==> src/rtl/core/nalr_pkg.sv <==
// Package for the NMEA acknowledgement line recognizer.
// Holds codes, field widths, the ack prefix table and the result struct.
// No dependencies.
`timescale 1ns / 1ps
`default_nettype none

package nalr_pkg;

    localparam int LINE_CHARS_DEF = 127;
    localparam int PREFIX_LEN     = 9;
    localparam int ID_W           = 14;
    localparam int TICK_W         = 20;
    localparam int CFG_DATA_W     = 20;
    localparam int ID_ACC_W       = 16;
    localparam logic [TICK_W-1:0] TIMEOUT_RST = TICK_W'(1000);

    localparam logic [7:0] CH_STAR   = 8'h2A;
    localparam logic [7:0] CH_LF     = 8'h0A;
    localparam logic [7:0] CH_CR     = 8'h0D;
    localparam logic [7:0] CH_COMMA  = 8'h2C;
    localparam logic [7:0] CH_DOLLAR = 8'h24;

    typedef enum logic [1:0] {
        MODE_BYTE  = 2'd0,
        MODE_TICK  = 2'd1,
        MODE_START = 2'd2
    } mode_t;

    typedef enum logic [1:0] {
        ST_ACK      = 2'd0,
        ST_CKSUM    = 2'd1,
        ST_TIMEOUT  = 2'd2
    } status_t;

    typedef enum logic {
        CFG_EXPECTED_ID = 1'b0,
        CFG_TIMEOUT     = 1'b1
    } cfg_index_t;

    typedef enum logic [2:0] {
        PH_WANT_ID   = 3'd0,
        PH_ID        = 3'd1,
        PH_WANT_FLAG = 3'd2,
        PH_FLAG      = 3'd3,
        PH_DONE      = 3'd4,
        PH_FAIL      = 3'd5
    } phase_t;

    typedef struct packed {
        logic       valid;
        logic [1:0] status;
        logic [7:0] ack_flag;
    } result_t;

    // "$PMTK001," by position
    function automatic logic [7:0] prefix_char(input logic [3:0] idx);
        logic [7:0] ch;
        unique case (idx)
            4'd0:    ch = CH_DOLLAR;
            4'd1:    ch = 8'h50;
            4'd2:    ch = 8'h4D;
            4'd3:    ch = 8'h54;
            4'd4:    ch = 8'h4B;
            4'd5:    ch = 8'h30;
            4'd6:    ch = 8'h30;
            4'd7:    ch = 8'h31;
            4'd8:    ch = CH_COMMA;
            default: ch = 8'h00;
        endcase
        return ch;
    endfunction

    // {is_hex, nibble}
    function automatic logic [4:0] hex_val(input logic [7:0] c);
        logic [4:0] r;
        if (c >= 8'h30 && c <= 8'h39) begin
            r = {1'b1, c[3:0]};
        end
        else if ((c >= 8'h61 && c <= 8'h66) || (c >= 8'h41 && c <= 8'h46)) begin
            r = {1'b1, c[3:0] + 4'd9};
        end
        else begin
            r = 5'd0;
        end
        return r;
    endfunction

endpackage

`default_nettype wire

==> src/rtl/core/nalr_item_if.sv <==
// Input channel: valid/ready handshake carrying mode and received byte.
// Depends on nothing.
`timescale 1ns / 1ps
`default_nettype none

interface nalr_item_if;
    logic       valid;
    logic       ready;
    logic [1:0] mode;
    logic [7:0] data_byte;

    modport source (output valid, output mode, output data_byte, input ready);
    modport sink   (input valid, input mode, input data_byte, output ready);
endinterface

`default_nettype wire

==> src/rtl/core/nalr_result_if.sv <==
// Result channel: valid/ready handshake carrying status and ack flag.
// Depends on nothing.
`timescale 1ns / 1ps
`default_nettype none

interface nalr_result_if;
    logic       valid;
    logic       ready;
    logic [1:0] status;
    logic [7:0] ack_flag;

    modport source (output valid, output status, output ack_flag, input ready);
    modport sink   (input valid, input status, input ack_flag, output ready);
endinterface

`default_nettype wire

==> src/rtl/core/nalr_line_parser.sv <==
// Line parser: arm/tick state and per-character sentence parse.
// Updates on each stepped request, produces the result combinationally.
// Depends on nalr_pkg.
`timescale 1ns / 1ps
`default_nettype none

module nalr_line_parser
    import nalr_pkg::*;
#(
    parameter int LineChars = LINE_CHARS_DEF
)
(
    input  wire logic                clk,
    input  wire logic                rst_n,
    input  wire logic                step,
    input  wire logic [1:0]          mode,
    input  wire logic [7:0]          data_byte,
    input  wire logic [ID_W-1:0]     expected_id,
    input  wire logic [TICK_W-1:0]   timeout_ticks,
    output result_t                  res
);

    localparam int CW = $clog2(LineChars + 1);

    logic                armed_reg,     armed_next;
    logic [TICK_W-1:0]   tick_reg,      tick_next;
    logic [CW-1:0]       char_cnt_reg,  char_cnt_next;
    logic                prefix_ok_reg, prefix_ok_next;
    logic [7:0]          xor_reg,       xor_next;
    logic                star_reg,      star_next;
    logic                hex_open_reg,  hex_open_next;
    logic [7:0]          sent_reg,      sent_next;
    phase_t              phase_reg,     phase_next;
    logic [ID_ACC_W-1:0] id_reg,        id_next;
    logic [7:0]          flag_reg,      flag_next;

    logic [TICK_W-1:0]   tick_inc;
    logic                digit;
    logic [4:0]          hex;
    logic [19:0]         id_acc;
    logic [11:0]         flag_acc;
    logic                line_ok;

    assign tick_inc = tick_reg + TICK_W'(1);
    assign digit    = (data_byte >= 8'h30) && (data_byte <= 8'h39);
    assign hex      = hex_val(data_byte);
    assign id_acc   = ({4'd0, id_reg} * 20'd10) + {16'd0, data_byte[3:0]};
    assign flag_acc = ({4'd0, flag_reg} * 12'd10) + {8'd0, data_byte[3:0]};
    assign line_ok  = (char_cnt_reg >= CW'(PREFIX_LEN)) && prefix_ok_reg && star_reg;

    always_comb
    begin
        armed_next     = armed_reg;
        tick_next      = tick_reg;
        char_cnt_next  = char_cnt_reg;
        prefix_ok_next = prefix_ok_reg;
        xor_next       = xor_reg;
        star_next      = star_reg;
        hex_open_next  = hex_open_reg;
        sent_next      = sent_reg;
        phase_next     = phase_reg;
        id_next        = id_reg;
        flag_next      = flag_reg;
        res            = '0;

        if (step) begin
            case (mode)
                MODE_START:
                begin
                    armed_next     = 1'b1;
                    tick_next      = '0;
                    char_cnt_next  = '0;
                    prefix_ok_next = 1'b1;
                    xor_next       = '0;
                    star_next      = 1'b0;
                    hex_open_next  = 1'b0;
                    sent_next      = '0;
                    phase_next     = PH_WANT_ID;
                    id_next        = '0;
                    flag_next      = '0;
                end
                MODE_TICK:
                begin
                    if (armed_reg) begin
                        tick_next = tick_inc;
                        if (tick_inc >= timeout_ticks) begin
                            armed_next   = 1'b0;
                            res.valid    = 1'b1;
                            res.status   = ST_TIMEOUT;
                        end
                    end
                end
                MODE_BYTE:
                begin
                    if (armed_reg) begin
                        if (data_byte == CH_LF) begin
                            if (line_ok) begin
                                if (xor_reg != sent_reg) begin
                                    res.valid  = 1'b1;
                                    res.status = ST_CKSUM;
                                end
                                else if ((phase_reg == PH_FLAG || phase_reg == PH_DONE)
                                         && id_reg == {2'b00, expected_id}) begin
                                    res.valid    = 1'b1;
                                    res.status   = ST_ACK;
                                    res.ack_flag = flag_reg;
                                end
                            end
                            if (res.valid) begin
                                armed_next = 1'b0;
                            end
                            char_cnt_next  = '0;
                            prefix_ok_next = 1'b1;
                            xor_next       = '0;
                            star_next      = 1'b0;
                            hex_open_next  = 1'b0;
                            sent_next      = '0;
                            phase_next     = PH_WANT_ID;
                            id_next        = '0;
                            flag_next      = '0;
                        end
                        else if (data_byte != CH_CR && char_cnt_reg < CW'(LineChars)) begin
                            if (char_cnt_reg < CW'(PREFIX_LEN)
                                && data_byte != prefix_char(char_cnt_reg[3:0])) begin
                                prefix_ok_next = 1'b0;
                            end
                            // checksum covers everything between the dollar sign and the star
                            if (char_cnt_reg != '0) begin
                                if (star_reg) begin
                                    if (hex_open_reg) begin
                                        if (!hex[4]) begin
                                            hex_open_next = 1'b0;
                                        end
                                        else begin
                                            sent_next = {sent_reg[3:0], hex[3:0]};
                                        end
                                    end
                                end
                                else if (data_byte == CH_STAR) begin
                                    star_next     = 1'b1;
                                    hex_open_next = 1'b1;
                                end
                                else begin
                                    xor_next = xor_reg ^ data_byte;
                                end
                            end
                            if (char_cnt_reg >= CW'(PREFIX_LEN)) begin
                                case (phase_reg)
                                    PH_WANT_ID:
                                    begin
                                        if (digit) begin
                                            id_next    = {12'd0, data_byte[3:0]};
                                            phase_next = PH_ID;
                                        end
                                        else begin
                                            phase_next = PH_FAIL;
                                        end
                                    end
                                    PH_ID:
                                    begin
                                        if (digit) begin
                                            id_next = (id_acc > 20'd65535) ? 16'hFFFF
                                                                           : id_acc[15:0];
                                        end
                                        else if (data_byte == CH_COMMA) begin
                                            phase_next = PH_WANT_FLAG;
                                        end
                                        else begin
                                            phase_next = PH_FAIL;
                                        end
                                    end
                                    PH_WANT_FLAG:
                                    begin
                                        if (digit) begin
                                            flag_next  = {4'd0, data_byte[3:0]};
                                            phase_next = PH_FLAG;
                                        end
                                        else begin
                                            phase_next = PH_FAIL;
                                        end
                                    end
                                    PH_FLAG:
                                    begin
                                        if (digit) begin
                                            flag_next = (flag_acc > 12'd255) ? 8'hFF
                                                                             : flag_acc[7:0];
                                        end
                                        else begin
                                            phase_next = PH_DONE;
                                        end
                                    end
                                    default: ;
                                endcase
                            end
                            char_cnt_next = char_cnt_reg + CW'(1);
                        end
                    end
                end
                default: ;
            endcase
        end
    end

    always_ff @(posedge clk or negedge rst_n)
    begin
        if (!rst_n) begin
            armed_reg     <= 1'b0;
            tick_reg      <= '0;
            char_cnt_reg  <= '0;
            prefix_ok_reg <= 1'b1;
            xor_reg       <= '0;
            star_reg      <= 1'b0;
            hex_open_reg  <= 1'b0;
            sent_reg      <= '0;
            phase_reg     <= PH_WANT_ID;
            id_reg        <= '0;
            flag_reg      <= '0;
        end
        else begin
            armed_reg     <= armed_next;
            tick_reg      <= tick_next;
            char_cnt_reg  <= char_cnt_next;
            prefix_ok_reg <= prefix_ok_next;
            xor_reg       <= xor_next;
            star_reg      <= star_next;
            hex_open_reg  <= hex_open_next;
            sent_reg      <= sent_next;
            phase_reg     <= phase_next;
            id_reg        <= id_next;
            flag_reg      <= flag_next;
        end
    end

`ifndef NO_ASSERTIONS
    a_result_disarms: assert property (@(posedge clk) disable iff (!rst_n)
        step && res.valid |=> !armed_reg)
        else $error("result did not disarm");

    a_start_clears: assert property (@(posedge clk) disable iff (!rst_n)
        step && mode == MODE_START |=> armed_reg && char_cnt_reg == '0 && tick_reg == '0)
        else $error("start did not arm and clear");

    a_idle_silent: assert property (@(posedge clk) disable iff (!rst_n)
        !armed_reg |-> !res.valid)
        else $error("result while not armed");

    a_flag_only_ack: assert property (@(posedge clk) disable iff (!rst_n)
        res.valid && res.status != ST_ACK |-> res.ack_flag == 8'd0)
        else $error("nonzero flag on error result");
`endif

endmodule

`default_nettype wire

==> src/rtl/core/nalr_out_reg.sv <==
// Result output register on the result channel.
// Loads a parser result and holds it until the sink takes it.
// Depends on nalr_pkg and nalr_result_if.
`timescale 1ns / 1ps
`default_nettype none

module nalr_out_reg
    import nalr_pkg::*;
(
    input  wire logic     clk,
    input  wire logic     rst_n,
    input  wire logic     load,
    input  wire result_t  res,
    output logic          busy,
    nalr_result_if.source result
);

    logic       valid_reg, valid_next;
    logic [1:0] status_reg;
    logic [7:0] flag_reg;

    assign valid_next      = load || (valid_reg && !result.ready);
    assign busy            = valid_reg && !result.ready;
    assign result.valid    = valid_reg;
    assign result.status   = status_reg;
    assign result.ack_flag = flag_reg;

    always_ff @(posedge clk or negedge rst_n)
    begin
        if (!rst_n) begin
            valid_reg <= 1'b0;
        end
        else begin
            valid_reg <= valid_next;
        end
    end

    always_ff @(posedge clk)
    begin
        if (load) begin
            status_reg <= res.status;
            flag_reg   <= res.ack_flag;
        end
    end

endmodule

`default_nettype wire

==> src/rtl/core/nmea_ack_line_recognizer_top.sv <==
// Pipeline: an accepted request is registered in the input register; once the result register is free
// the parser steps on it, and its result is registered in the result register for the sink to take.
// Throughput: one request per cycle; ready drops only while a result waits on the sink.
// While the result register is held, the input register accepts a request only if it is empty.
// Reset (rst_n, async, low): idle/disarmed, empty line state, expected_id 0,
// timeout_ticks 1000, both pipeline registers empty.
`timescale 1ns / 1ps
`default_nettype none

module nmea_ack_line_recognizer_top
    import nalr_pkg::*;
#(
    parameter int LineChars = LINE_CHARS_DEF
)
(
    input  wire logic                  clk,
    input  wire logic                  rst_n,
    input  wire logic                  cfg_we,
    input  wire logic                  cfg_index,
    input  wire logic [CFG_DATA_W-1:0] cfg_data,
    nalr_item_if.sink                  item,
    nalr_result_if.source              result
);

    logic              s1_valid_reg, s1_valid_next;
    logic [1:0]        s1_mode_reg;
    logic [7:0]        s1_byte_reg;
    logic [ID_W-1:0]   expected_id_reg;
    logic [TICK_W-1:0] timeout_reg;
    logic              out_busy;
    logic              advance;
    result_t           res;

    assign advance       = s1_valid_reg && !out_busy;
    assign item.ready    = !s1_valid_reg || advance;
    assign s1_valid_next = item.valid || (s1_valid_reg && !advance);

    always_ff @(posedge clk or negedge rst_n)
    begin
        if (!rst_n) begin
            s1_valid_reg <= 1'b0;
        end
        else begin
            s1_valid_reg <= s1_valid_next;
        end
    end

    always_ff @(posedge clk)
    begin
        if (item.valid && item.ready) begin
            s1_mode_reg <= item.mode;
            s1_byte_reg <= item.data_byte;
        end
    end

    always_ff @(posedge clk or negedge rst_n)
    begin
        if (!rst_n) begin
            expected_id_reg <= '0;
            timeout_reg     <= TIMEOUT_RST;
        end
        else if (cfg_we) begin
            unique case (cfg_index)
                CFG_EXPECTED_ID: expected_id_reg <= cfg_data[ID_W-1:0];
                CFG_TIMEOUT:     timeout_reg     <= cfg_data[TICK_W-1:0];
                default: ;
            endcase
        end
    end

    nalr_line_parser #(
        .LineChars (LineChars)
    ) u_parser (
        .clk           (clk),
        .rst_n         (rst_n),
        .step          (advance),
        .mode          (s1_mode_reg),
        .data_byte     (s1_byte_reg),
        .expected_id   (expected_id_reg),
        .timeout_ticks (timeout_reg),
        .res           (res)
    );

    nalr_out_reg u_out (
        .clk    (clk),
        .rst_n  (rst_n),
        .load   (advance && res.valid),
        .res    (res),
        .busy   (out_busy),
        .result (result)
    );

`ifndef NO_ASSERTIONS
    a_stall_means_full: assert property (@(posedge clk) disable iff (!rst_n)
        !item.ready |-> s1_valid_reg && result.valid)
        else $error("input stalled without a held request");

    a_no_drop: assert property (@(posedge clk) disable iff (!rst_n)
        s1_valid_reg && !advance |=> s1_valid_reg && $stable(s1_mode_reg))
        else $error("stalled request lost");
`endif

endmodule

`default_nettype wire
==> src/flat_wrapper.sv <==
// flat-port wrapper written by rule: the top's interface ports become plain ports
module nmea_ack_line_recognizer_top_flat import nalr_pkg::*;
#(
    parameter int LineChars = LINE_CHARS_DEF
)
  (clk, rst_n, cfg_we, cfg_index, cfg_data, item_valid, item_mode, item_data_byte, item_ready, result_valid, result_status, result_ack_flag, result_ready);
  nalr_item_if item_i ();
  nalr_result_if result_i ();
  input  wire logic clk;
  input  wire logic rst_n;
  input  wire logic cfg_we;
  input  wire logic cfg_index;
  input  wire logic [CFG_DATA_W-1:0] cfg_data;
  input wire logic [$bits(item_i.valid)-1:0] item_valid;
  input wire logic [$bits(item_i.mode)-1:0] item_mode;
  input wire logic [$bits(item_i.data_byte)-1:0] item_data_byte;
  output wire logic [$bits(item_i.ready)-1:0] item_ready;
  output wire logic [$bits(result_i.valid)-1:0] result_valid;
  output wire logic [$bits(result_i.status)-1:0] result_status;
  output wire logic [$bits(result_i.ack_flag)-1:0] result_ack_flag;
  input wire logic [$bits(result_i.ready)-1:0] result_ready;
  assign item_i.valid = item_valid;
  assign item_i.mode = item_mode;
  assign item_i.data_byte = item_data_byte;
  assign item_ready = item_i.ready;
  assign result_valid = result_i.valid;
  assign result_status = result_i.status;
  assign result_ack_flag = result_i.ack_flag;
  assign result_i.ready = result_ready;
  nmea_ack_line_recognizer_top #(.LineChars(LineChars)) u_core (.clk(clk), .rst_n(rst_n), .cfg_we(cfg_we), .cfg_index(cfg_index), .cfg_data(cfg_data), .item(item_i), .result(result_i));
endmodule
==> config.mk <==
export PLATFORM = sky130hd
export DESIGN_NAME = nmea_ack_line_recognizer_top_flat
export DESIGN_NICKNAME = d
export VERILOG_FILES = /design/src/rtl/core/nalr_pkg.sv /design/src/rtl/core/nalr_item_if.sv /design/src/rtl/core/nalr_result_if.sv /design/src/rtl/core/nalr_line_parser.sv /design/src/rtl/core/nalr_out_reg.sv /design/src/rtl/core/nmea_ack_line_recognizer_top.sv /design/src/flat_wrapper.sv
export SDC_FILE = /design/constraint.sdc
export NUM_CORES = 1
export LEC_CHECK = 0
export ABC_AREA = 0
export BUFFER_PORTS_ARGS = -buffer_cell sky130_fd_sc_hd__buf_2
export CORE_MARGIN = 8
export CORE_UTILIZATION = 45
export DETAILED_ROUTE_END_ITERATION = 10
export GPL_TIMING_DRIVEN = 0
export PLACE_DENSITY = 0.65
export SETUP_SLACK_MARGIN = 0.5
export SYNTH_ARGS = -nofsm -noshare
export SYNTH_HDL_FRONTEND = slang
export SYNTH_HIERARCHICAL = 1
export SYNTH_SLANG_ARGS = --single-unit
export TNS_END_PERCENT = 30
==> constraint.sdc <==
create_clock -name clk -period 6.5 [get_ports clk]
set_clock_uncertainty 0.05 [all_clocks]
set_input_delay 0.975 -clock clk [delete_from_list [all_inputs] [get_ports clk]]
set_output_delay 0.975 -clock clk [all_outputs]
set_load 0.05 [all_outputs]
### After elaboration in Yosys (flattened, before gate mapping)

Memory sizes are Yosys's and may differ from the RTL's.
Cells that the tools add are included.

* add/sub/neg operators: 5
* multipliers: 2
* $lt $le $gt $ge: 12
* equality and inequality tests: 34
* muxes and demuxes: 99
* bitwise gates (word level): 2
* reductions and logical operators: 42

Operators by type and width (count)
* 8-bit two-way mux: 27
* 16-bit two-way mux: 7
* 11-bit two-way mux: 9
* 16-bit one-hot mux with 2 select lines: 2
* 8-bit one-hot mux with 2 select lines: 4
* 20-bit one-hot mux with 2 select lines: 1
* 3-bit two-way mux: 12
* 8-bit AND reduction: 4
* 4-bit != test (second input constant): 7
* 3-bit != test (second input constant): 9
* 1-bit two-way mux: 23
* 7-bit two-way mux: 3
* 20-bit by 1-bit adder with 20-bit output (second input constant): 1
* 20-bit by 4-bit adder with 20-bit output: 1
* 20-bit >= comparator: 1
* 20-bit by 16-bit > comparator with 1-bit output (second input constant): 1
* 20-bit two-way mux: 1
* 16-bit by 3-bit multiplier with 19-bit output (second input constant): 1
* 16-bit by 14-bit equality test with 1-bit output: 1
* 8-bit by 6-bit equality test with 1-bit output (second input constant): 2
* 8-bit by 7-bit >= comparator with 1-bit output (second input constant): 2
* 8-bit by 7-bit less-or-equal comparator with 1-bit output (second input constant): 2
* 8-bit != test: 2
* 7-bit one-hot mux with 2 select lines: 1
* 42 further kinds: 72

* register bits: 130
* bits in read-only memories: 112
* bits of input ports: 36
* output and inout port bits: 12
* word-level logic and storage cells: 216
* memories: 1

Memory list
* (name not given): depth 16, bits a word 7, rd ports 1, clocked after memory_dff 0, wr ports 0, RTL line nalr_pkg.sv:58 `unique case (idx)`

### Longest topological paths before layout

Gate-level depths: netlist of the first run.

* depth after elaboration: 16
* mapped depth: 17
* gate-level depth less buffers: 17

### Hierarchy

Netlist of the first run, hierarchy kept.

Modules (own cells, without submodules)
* nalr_line_parser: instances 1, cells each 799, area each 6757.7 um^2, sequential area each 1853.0 um^2
* nmea_ack_line_recognizer_top: instances 1, cells each 90, area each 1696.6 um^2, sequential area each 1183.6 um^2
* nalr_out_reg: instances 1, cells each 13, area each 345.3 um^2, sequential area each 325.3 um^2

### Worst setup path before layout of the first run

OpenSTA, ideal clock, no wires.

* path type: reg2reg
* start: register u_core.u_parser.id_reg[1]
* end: register u_core.u_parser.id_reg[15]
* setup time: 126 ps
* data arrival time: 3771 ps
* required time: 6324 ps
* path slack: 2553 ps
* cell stages (with the launch flop): 14
* path buffers: 1
* clock period less this slack: 3947 ps
* path through: dfrtp_1 > ha_1 > ha_1 > inv_1 > fa_1 > xnor2_1 > nand3b_1 > or3_4 > or4_4 > or4_4 > o21ai_2 > a31oi_4 > buf_6 > a221o_1

* word-level cells in the longest chain between the ends: 11

RTL lines
* from (decl): RTL line nalr_line_parser.sv:34 `logic [ID_ACC_W-1:0] id_reg, id_next;`
* from (signal assigned): RTL line nalr_line_parser.sv:229 `id_reg <= id_next;`
* 16-bit by 3-bit multiplier with 19-bit output (*): RTL line nalr_line_parser.sv:47 `assign id_acc = ({4'd0, id_reg} * 20'd10) + {16'd0, data_byte[3:0]};`
* 20-bit by 4-bit adder with 20-bit output (*): RTL line nalr_line_parser.sv:47
* 20-bit by 16-bit > comparator with 1-bit output: RTL line nalr_line_parser.sv:162 `id_next = (id_acc > 20'd65535) ? 16'hFFFF`
* 16-bit two-way mux (*): RTL line nalr_line_parser.sv:162
* 16-bit two-way mux (*): RTL line nalr_line_parser.sv:161 `if (digit) begin`
* 16-bit one-hot mux with 2 select lines (*): RTL line nalr_line_parser.sv:148 `case (phase_reg)`
* 16-bit two-way mux (*): RTL line nalr_line_parser.sv:147 `if (char_cnt_reg >= CW'(PREFIX_LEN)) begin`
* 16-bit two-way mux (*): RTL line nalr_line_parser.sv:122 `else if (data_byte != CH_CR && char_cnt_reg < CW'(LineChars)) begin`
* 16-bit two-way mux (*): RTL line nalr_line_parser.sv:96 `if (data_byte == CH_LF) begin`
* 16-bit two-way mux (*): RTL line nalr_line_parser.sv:95 `if (armed_reg) begin`
* 16-bit one-hot mux with 2 select lines (*): RTL line nalr_line_parser.sv:67 `case (mode)`

Mark *: on every way between the ends. The rest lies on a longest branch, timed or not. The select of a mux whose other input is x is not followed.
A chain may end at the register's enable or synchronous reset.

==> metrics, run 1 <==
syn_nets 1019; routed len/inst 16.22 um; Site Rows 51; GRT Overall Usage 17.20%; # clock sinks 130; IO Port Bufs 47; worst IR drop on VDD 0.1418 mV; worst stage delay on the critical path 670 ps; Clock Latency Late Sink 420 ps; Placer Congestion 0.8812; core region area 19330 um2; CP delay by family, top simple AND/OR/NAND/NOR gates; Setup CP Type flop to flop; via count 6773; worst path cell trace and3_1, and3_1, and3_1, and3_1, nand3_1, nor2_1, xor2_1, ha_1, nand4_1, a211oi_1, a211oi_1, or4b_2, a211oi_1, and2_1; Clock transition at path regs 60 ps; Post-synth ARST share 84.62%; Final Util 51.52%; CTS root buffer clkbuf_16; DP Area 9397 um2; fin area 9962 um2; top cells by area, synth dfrtp_1 29%, ha_1 11%, edfxtp_1 6.8%; CTS tree yes; n_diodes 0; CTS buffer count 17; Synth Cell Area 8800 um2; leak pwr 4.650 nW; crit path DAT 4650 ps; Post-CTS Setup Repair Bufs 0; max_cap viols 0; Fmax 215.4 MHz; share of cells above drive strength 1 14.87%; Worst slew margin 31.37%; Die Wd 155.8 um; initial DRC count 403; most frequent cells in the layout 103 x dfrtp_1, 77 x ha_1, 73 x nand2_1; endpoints failing setup 0; Resized cells post-CTS 0; antenna viol nets, final 0; most common cell after layout, fill and taps aside dfrtp_1; Slew @ Worst Pin 1023 ps; fin. max-slew vios 0; HPWL Detailed 15200 um; synthesized area per cell 9.756 um2; Yosys reg bits 130; WP buf/inv 0; initial antenna violation count 0; Post-synth EDFFs 20; initial core utilization 45.51%; Cells after Synth 902; largest area contributor in the synthesized netlist dfrtp_1; Seq/Total Area, Yosys 38.21%; Period minus WS final 4643 ps; post-synth cell types 71; global-route wire length before repair 33670 um; total power 2.322 mW; most frequent CP cell and3_1; clk buf depth 2; Remaining Overflow, GRT 0; Final Hold Viols 0; largest net degree at the start of global routing 58; CP required 6510 ps; status finished clean; fill cell count 1783; final WL 20230 um; boundary pin count 48; detail-routed via count per cell 5.431; Pre-Repair DR Iteration Count 7; setup TNS 0 ps; Die H 155.8 um; Worst setup EP type flop; Synth top area share 29.29%; die area 24290 um2; power density over the cells 233.1 nW/um2; H-tree Lvls 4; vias in the first global route 6603; startpoint class of the critical path flop; Slowest cell on crit path or4b_2; period utilization 71.43%; DRC 0; class of the worst hold path flop to flop; Main synth FF type dfrtp_1; RSZ-0062 raised after global routing false; Max Fanout on Critical Path 11; Synth-to-Final Area Change 13.21%; warning count from the yosys run 6; final net count 1086; cts hold-fix bufs 0
==> stage by stage <==
step | cells | worst slack [ps] | hold WS [ps]
after global placement | 1214 | 1897 | 426.9
after detailed placement | 1215 | 1835 | 431.6
after global routing | 1247 | 1494 | 451.9
after floorplan | 902 | 2553 | 416.1
after CTS | 1247 | 1788 | 444.9
final | 1247 | 1857 | 443.8
==> path summary, 6_finish.rpt <==
check	from	end	slack [ps]	cells past startpoint
worst max-delay path	u_core/u_parser/tick_reg[2]	u_core/u_out/result.ack_flag[5]	1860	14
worst min-delay path	u_core/u_parser/hex_open_reg	u_core/u_parser/hex_open_reg	440	1
worst max register to register	u_core/u_parser/tick_reg[2]	u_core/u_out/result.ack_flag[5]	1860	14
worst min register to register	u_core/u_parser/hex_open_reg	u_core/u_parser/hex_open_reg	440	1
max in group asynchronous	rst_n	u_core/u_parser/prefix_ok_reg	5040	2
min in group asynchronous	rst_n	u_core/timeout_reg[14]	580	1
==> cell usage after synthesis, drive strengths merged (5+ instances only) <==
cell type  instances
inv               39
a211oi            13
nor4              12
clkbuf            29
buf                6
a221o              5
and3              12
mux2              43
or3                8
a21oi             44
edfxtp            20
a22oi              7
nor2              68
nor3              15
xnor2             36
nand4             13
a211o              7
nand3b             5
and2              14
a31oi              6
xor2              41
nand2b            22
nor2b             11
o21ai             54
nand2             73
ha                77
a21o              16
dfrtp            103
o31ai              5
nand3             19
dfstp              7
a22o              12
==> report_power, final <==
group / switching [mW] / internal, mW
Combinational: 0.225 / 0.195
Sequential: 0.0769 / 0.911
Clock: 0.410 / 0.505
==> worst reg2reg max path: stages (launching register included) <==
cell and delay (ps):
dfrtp_1 420, and3_1 200, and3_1 250, and3_1 260, and3_1 250, nand3_1 280
nor2_1 210, xor2_1 120, ha_1 310, nand4_1 120, a211oi_1 250, a211oi_1 200
or4b_2 680, a211oi_1 220, and2_1 480
==> kinds of logic (layout without fill, tap and decap cells) <==
logic type	after synthesis	count (layout)	synth area share, %
multiplexers	47	47	6.384
flip-flops	130	130	38.21
XOR/XNOR	77	77	7.664
buffers and inverters	75	155	3.640
AND/OR/NAND/NOR	291	291	16.93
AO/OA/AOI/OAI	201	201	15.31
adder cells (fa/ha/maj)	81	81	11.86
==> metal layers <==
metal	up-vias	global-route usage (%)	part of all wire, %
met5	-	0	0
met4	0	5.499	1.5
met1	3224	22.68	47
met3	21	3.102	3.8
met2	124	28.04	47
li1	3404	-	-
==> layout make-up <==
cell class / instances / area (um2) / area share [%]
Sequential cell: 130 / 3362 / 33.75
Tap cell: 265 / 331.6 / 3.328
Buffer: 35 / 170.2 / 1.708
Timing Repair Buffer: 48 / 265.3 / 2.663
Clock buffer: 17 / 425.4 / 4.270
Clock inverter: 15 / 140.1 / 1.407
Multi-Input combinational cell: 697 / 5117 / 51.37
Inverter: 40 / 150.1 / 1.507
(Power assumes the default switching activity.)
==> run 2: changes to the inputs <==
clock period = 4.71 ns   (was 6.5 ns; I/O delays follow)
==> metrics, run 2 (synthesized netlist as in run 1, its figures left out) <==
IO Port Bufs 47; startpoint class of the critical path flop; most frequent CP cell or4_4; final net count 1097; core region area 19330 um2; Sw Ratio 30.61%; RSZ-0062 raised after global routing true; DR top layer met4; # clock sinks 130; Worst setup EP type flop; CTS buffer count 17; Die H 155.8 um; Slowest cell on crit path or4_4; CP required 5010 ps; fill cell count 1763; status finished clean; DRC 0; leak pwr 4.715 nW; worst path cell trace ha_1, ha_2, inv_1, fa_2, xnor2_2, nand3b_1, or3_4, or4_4, or4_4, a211o_4, a31oi_4, buf_2, nand2b_1; CTS tree yes; worst IR drop on VDD 0.2134 mV; Max Fanout on Critical Path 5; fin. max-slew vios 0; fin area 10130 um2; share of cells above drive strength 1 17.62%; crit path DAT 4490 ps; Clock Latency Late Sink 420 ps; Worst slew margin 35.28%; CP delay by family, top simple AND/OR/NAND/NOR gates; boundary pin count 48; Pre-Repair DR Iteration Count 5; DP Area 9397 um2; Place WS 45.19 ps; Worst Slack Setup Final 521.3 ps; CTS root buffer clkbuf_16; sequential power share 42.3%; largest net degree at the start of global routing 58; Final Hold Viols 0; die area 24290 um2; Synth-to-Final Area Change 15.07%; Period minus WS final 4189 ps; initial DRC count 394; final WL 20510 um; setup TNS 0 ps; Cells after DPL 1215; max_cap viols 0; post-route met1 wirelength 9656 um; WP buf/inv 2; WL met2 9768 um; H-tree Lvls 4; global-route wire length before repair 33780 um; Clock transition at path regs 70 ps; endpoints failing setup 0; Fmax 238.7 MHz; antenna viol nets, final 0; Int Pwr 2.233 mW; routed len/inst 16.30 um; fin cells 1258; HPWL Detailed 15200 um; period utilization 88.93%; clk buf depth 2; power density over the cells 317.9 nW/um2; P_sw 985.3 uW; detail-routed via count per cell 5.467; Remaining Overflow, GRT 0; initial core utilization 45.51%; Slew @ Worst Pin 965.0 ps; vias in the first global route 6625; via count 6878; most frequent cells in the layout 100 x dfrtp_1, 76 x ha_1, 73 x nand2_1; class of the worst hold path input pin to async pin; Placer Congestion 0.8812; Site Rows 51; GRT Overall Usage 17.28%; DR WL met3 760 um; Comb pwr share 18.5%; initial antenna violation count 0; Clock power frac 39.2%; worst stage delay on the critical path 560 ps; Setup CP Type flop to flop; most common cell after layout, fill and taps aside dfrtp_1; Die Wd 155.8 um; n_diodes 0
run 2: layer usage:
| layer | up-vias | global-route usage, % |
|---|---|---|
| li1 | 3424 | - |
| met4 | 0 | 5.591 |
| met3 | 25 | 3.158 |
| met1 | 3293 | 22.75 |
| met5 | - | 0 |
| met2 | 136 | 28.16 |
run 2: worst reg2reg max path: stages (launching register included):
cell      delay (ps)
dfrtp_2          440
ha_1             290
ha_2             200
inv_1             60
fa_2             360
xnor2_2          210
nand3b_1         120
or3_4            400
or4_4            530
or4_4            560
a211o_4          320
a31oi_4          270
buf_2            210
nand2b_1         110
run 2: power by group through the flow:
stage	clock network, mW	registers (mW)	logic [mW]
CTS	1.29	1.36	0.584
finish	1.26	1.36	0.596
global route	1.35	1.38	0.672
global placement	0	1.38	0.561
detailed placement	0	1.38	0.575
floorplan	0	1.35	0.442
run 2: cell type report:
cell class,instances,area [um2],share of cell area (%)
tap,265,331.6,3.274
sequential,130,3366,33.24
multi-input combinational,698,5205,51.40
inverter,40,150.1,1.483
clock buffer,17,425.4,4.201
clock inverter,15,140.1,1.384
buffer,35,170.2,1.680
timing repair buffer,58,337.8,3.336
run 2: worst paths after layout:
path,end,cells past startpoint,slack (ps),startpoint
worst max-delay path,u_core/u_parser/id_reg[4],13,520,u_core/u_parser/id_reg[3]
worst min-delay path,u_core/timeout_reg[13],1,310,rst_n
worst max register to register,u_core/u_parser/id_reg[4],13,520,u_core/u_parser/id_reg[3]
worst min register to register,u_core/u_parser/hex_open_reg,1,440,u_core/u_parser/hex_open_reg
max in group asynchronous,u_core/u_parser/prefix_ok_reg,2,3520,rst_n
min in group clk,u_core/s1_byte_reg[2],1,410,item_data_byte[2]
run 2: stage by stage:
stage	total power, mW	hold slack [ps]	util (%)
after detailed placement	1.958	431.6	48.60
after CTS	3.241	324.1	51.93
after global placement	1.941	426.9	48.44
final	3.219	313.3	52.37
after floorplan	1.792	360.9	-
after global routing	3.404	356.7	52.37
run 2: repair_timing:
action                     in CTS  in global routing
hold buffers                    0                  0
setup buffers                   3                  6
hold endpoints to repair        0                  0
pin swaps                       2                  4
cloned                          1                  1
resized for setup              14                  8
setup endpoints to repair      14                 38
==> run 3: changes to the inputs <==
ABC_AREA = 1   (was 0)
CORE_ASPECT_RATIO = 0.6   (was unset)
==> metrics, run 3 <==
initial DRC count 726; Fmax 258.9 MHz; Pre-Repair DR Iteration Count 5; Clock Latency Late Sink 420 ps; fill cell count 2042; antenna viol nets, final 0; Period minus WS final 3863 ps; warning count from the yosys run 6; Yosys reg bits 130; CTS tree yes; Seq/Total Area, Yosys 35.84%; most frequent cells after synthesis 362 x nand2_1, 183 x inv_1, 145 x nand3_1, 103 x dfrtp_1, 102 x nor2_1; synthesized area per cell 7.205 um2; H-tree Lvls 4; endpoints failing setup 0; Reg-to-Reg Start u_core/u_parser/tick_reg[0]; fin area 10620 um2; Worst R2R Setup Slack 850 ps; Slew @ Worst Pin 1161 ps; Post-synth ARST share 84.62%; final WL 24420 um; Worst Setup SP u_core/u_parser/tick_reg[0]; Synth-to-Final Area Change 13.19%; max_cap viols 0; worst reg2reg path depth 25; status finished clean; most frequent cells in the layout 362 x nand2_1, 183 x inv_1, 145 x nand3_1; Worst setup EP type flop; Worst slew margin 21.99%; CP Capture Point u_core/u_out/result.ack_flag[6]; class of the worst hold path input pin to async pin; cts hold-fix bufs 0; clk buf depth 2; GRT Overall Usage 18.94%; final net count 1486; Final Util 51.24%; fin. max-slew vios 0; WL met2 9757 um; RSZ-0062 raised after global routing false; top-count cell post-synth nand2_1; CP required 4790 ps; Synth top area share 27.47%; global-route wire length before repair 40380 um; Max Fanout on Critical Path 10; power density over the cells 313.1 nW/um2; Die Wd 202.4 um; most common cell after layout, fill and taps aside nand2_1; largest area contributor in the synthesized netlist dfrtp_1; Main synth FF type dfrtp_1; Synth Cell Area 9381 um2; Remaining Overflow, GRT 0; # clock sinks 130; crit path DAT 3950 ps; Post-synth EDFFs 20; post-synth cell types 45; die area 25880 um2; Setup CP Type flop to flop; Placer Congestion 0.8878; leak pwr 5.531 nW; CTS root buffer clkbuf_16; via count 8717; IO Port Bufs 46; n_diodes 0; post-route met1 wirelength 12930 um; initial antenna violation count 0; Cells after Synth 1302; Site Rows 41; Die H 127.8 um; CTS buffer count 17; vias in the first global route 8045; DRC 0; largest net degree at the start of global routing 91; HPWL Detailed 18880 um; Worst R2R End u_core/u_out/result.ack_flag[6]; detail-routed via count per cell 5.248; Clock transition at path regs 60 ps; setup TNS 0 ps; share of cells above drive strength 1 10.71%; boundary pin count 48; DR WL met3 1694 um; core region area 20720 um2; startpoint class of the critical path flop; syn_nets 1419; worst IR drop on VDD 0.2835 mV; total power 3.325 mW; sequential cell area 3362 um2; initial core utilization 45.27%; Final Hold Viols 0; routed len/inst 14.70 um; DR top layer met4; top cells by area, synth dfrtp_1 27%, nand2_1 14%, ha_1 10%; area of the multi-input gates 5182 um2; period utilization 82.02%; DP Area 9995 um2
## run 3: how the worst min path moves through the flow
stage	start	endpoint	slack, ps	cells after the start
after floorplan	rst_n	u_core/expected_id_reg[0]	360	0
after global placement	u_core/timeout_reg[5]	u_core/timeout_reg[5]	400	2
after detailed placement	u_core/timeout_reg[4]	u_core/timeout_reg[4]	410	2
after CTS	rst_n	u_core/u_parser/id_reg[15]	80	1
after global routing	rst_n	u_core/u_parser/id_reg[15]	80	1
final	rst_n	u_core/u_parser/id_reg[15]	80	1
## run 3: timing repair
action | 4_1_cts | 5_1_grt
pin swaps | 0 | 1
setup endpoints to repair | 11 | 11
setup buffers | 0 | 1
gates resized for setup | 2 | 4
## run 3: layout make-up
cell class	count	share of cell area, %
multi-input combinational	955	48.80
sequential	130	31.66
inverter	198	7.046
clock buffer	18	4.041
tap	279	3.287
timing repair buffer	48	2.675
clock inverter	14	1.449
buffer	19	1.037
## run 3: where the power goes
| part | leakage (nW) | switching [mW] | internal, mW |
|---|---|---|---|
| Sequential | 1.61 | 0.101 | 1.25 |
| Combinational | 3.65 | 0.417 | 0.234 |
| Clock | 0.268 | 0.540 | 0.786 |
| Total | 5.53 | 1.06 | 2.27 |
## run 3: kinds of logic (layout without fill, tap and decap cells)
kind of cell | after synthesis | after routing | synth area share [%]
AND/OR/NAND/NOR | 694 | 694 | 32.04
buffers and inverters | 217 | 297 | 9.149
AO/OA/AOI/OAI | 149 | 149 | 8.962
flip-flops | 130 | 130 | 35.84
adder cells (fa/ha/maj) | 81 | 81 | 11.12
XOR/XNOR | 31 | 31 | 2.894
## run 3: critical path: stages (launching register included)
cell and delay [ps]:
dfrtp_1 390, ha_2 250, nand3_1 110, nor2_1 90, inv_1 70, nor2_1 80, inv_1 80, nor2_1 160
nand2_1 110, nor2_1 140, inv_1 80, nor3_1 120, or2_2 140, inv_1 40, ha_1 260, nand2_1 50
inv_1 60, nand3_1 140, nor2_2 160, nand3_1 160, nand3_1 120, nand3_1 90, a21oi_1 160, inv_1 90
nor3_4 230, buf_12 160
## run 3: per-layer routing
metal	vias up	global-route usage [%]
met5	-	0
met4	0	2.379
met3	4	4.038
met2	275	26.89
met1	4050	29.41
li1	4388	-
## run 3: through the flow
step	cells	worst slack, ps	hold slack [ps]
finish	1661	846.9	75.98
global route	1661	502.3	81.65
CTS	1660	601.7	78.90
detailed placement	1628	51.31	408.2
global placement	1627	133.2	405.0
floorplan	1302	965.8	360.9
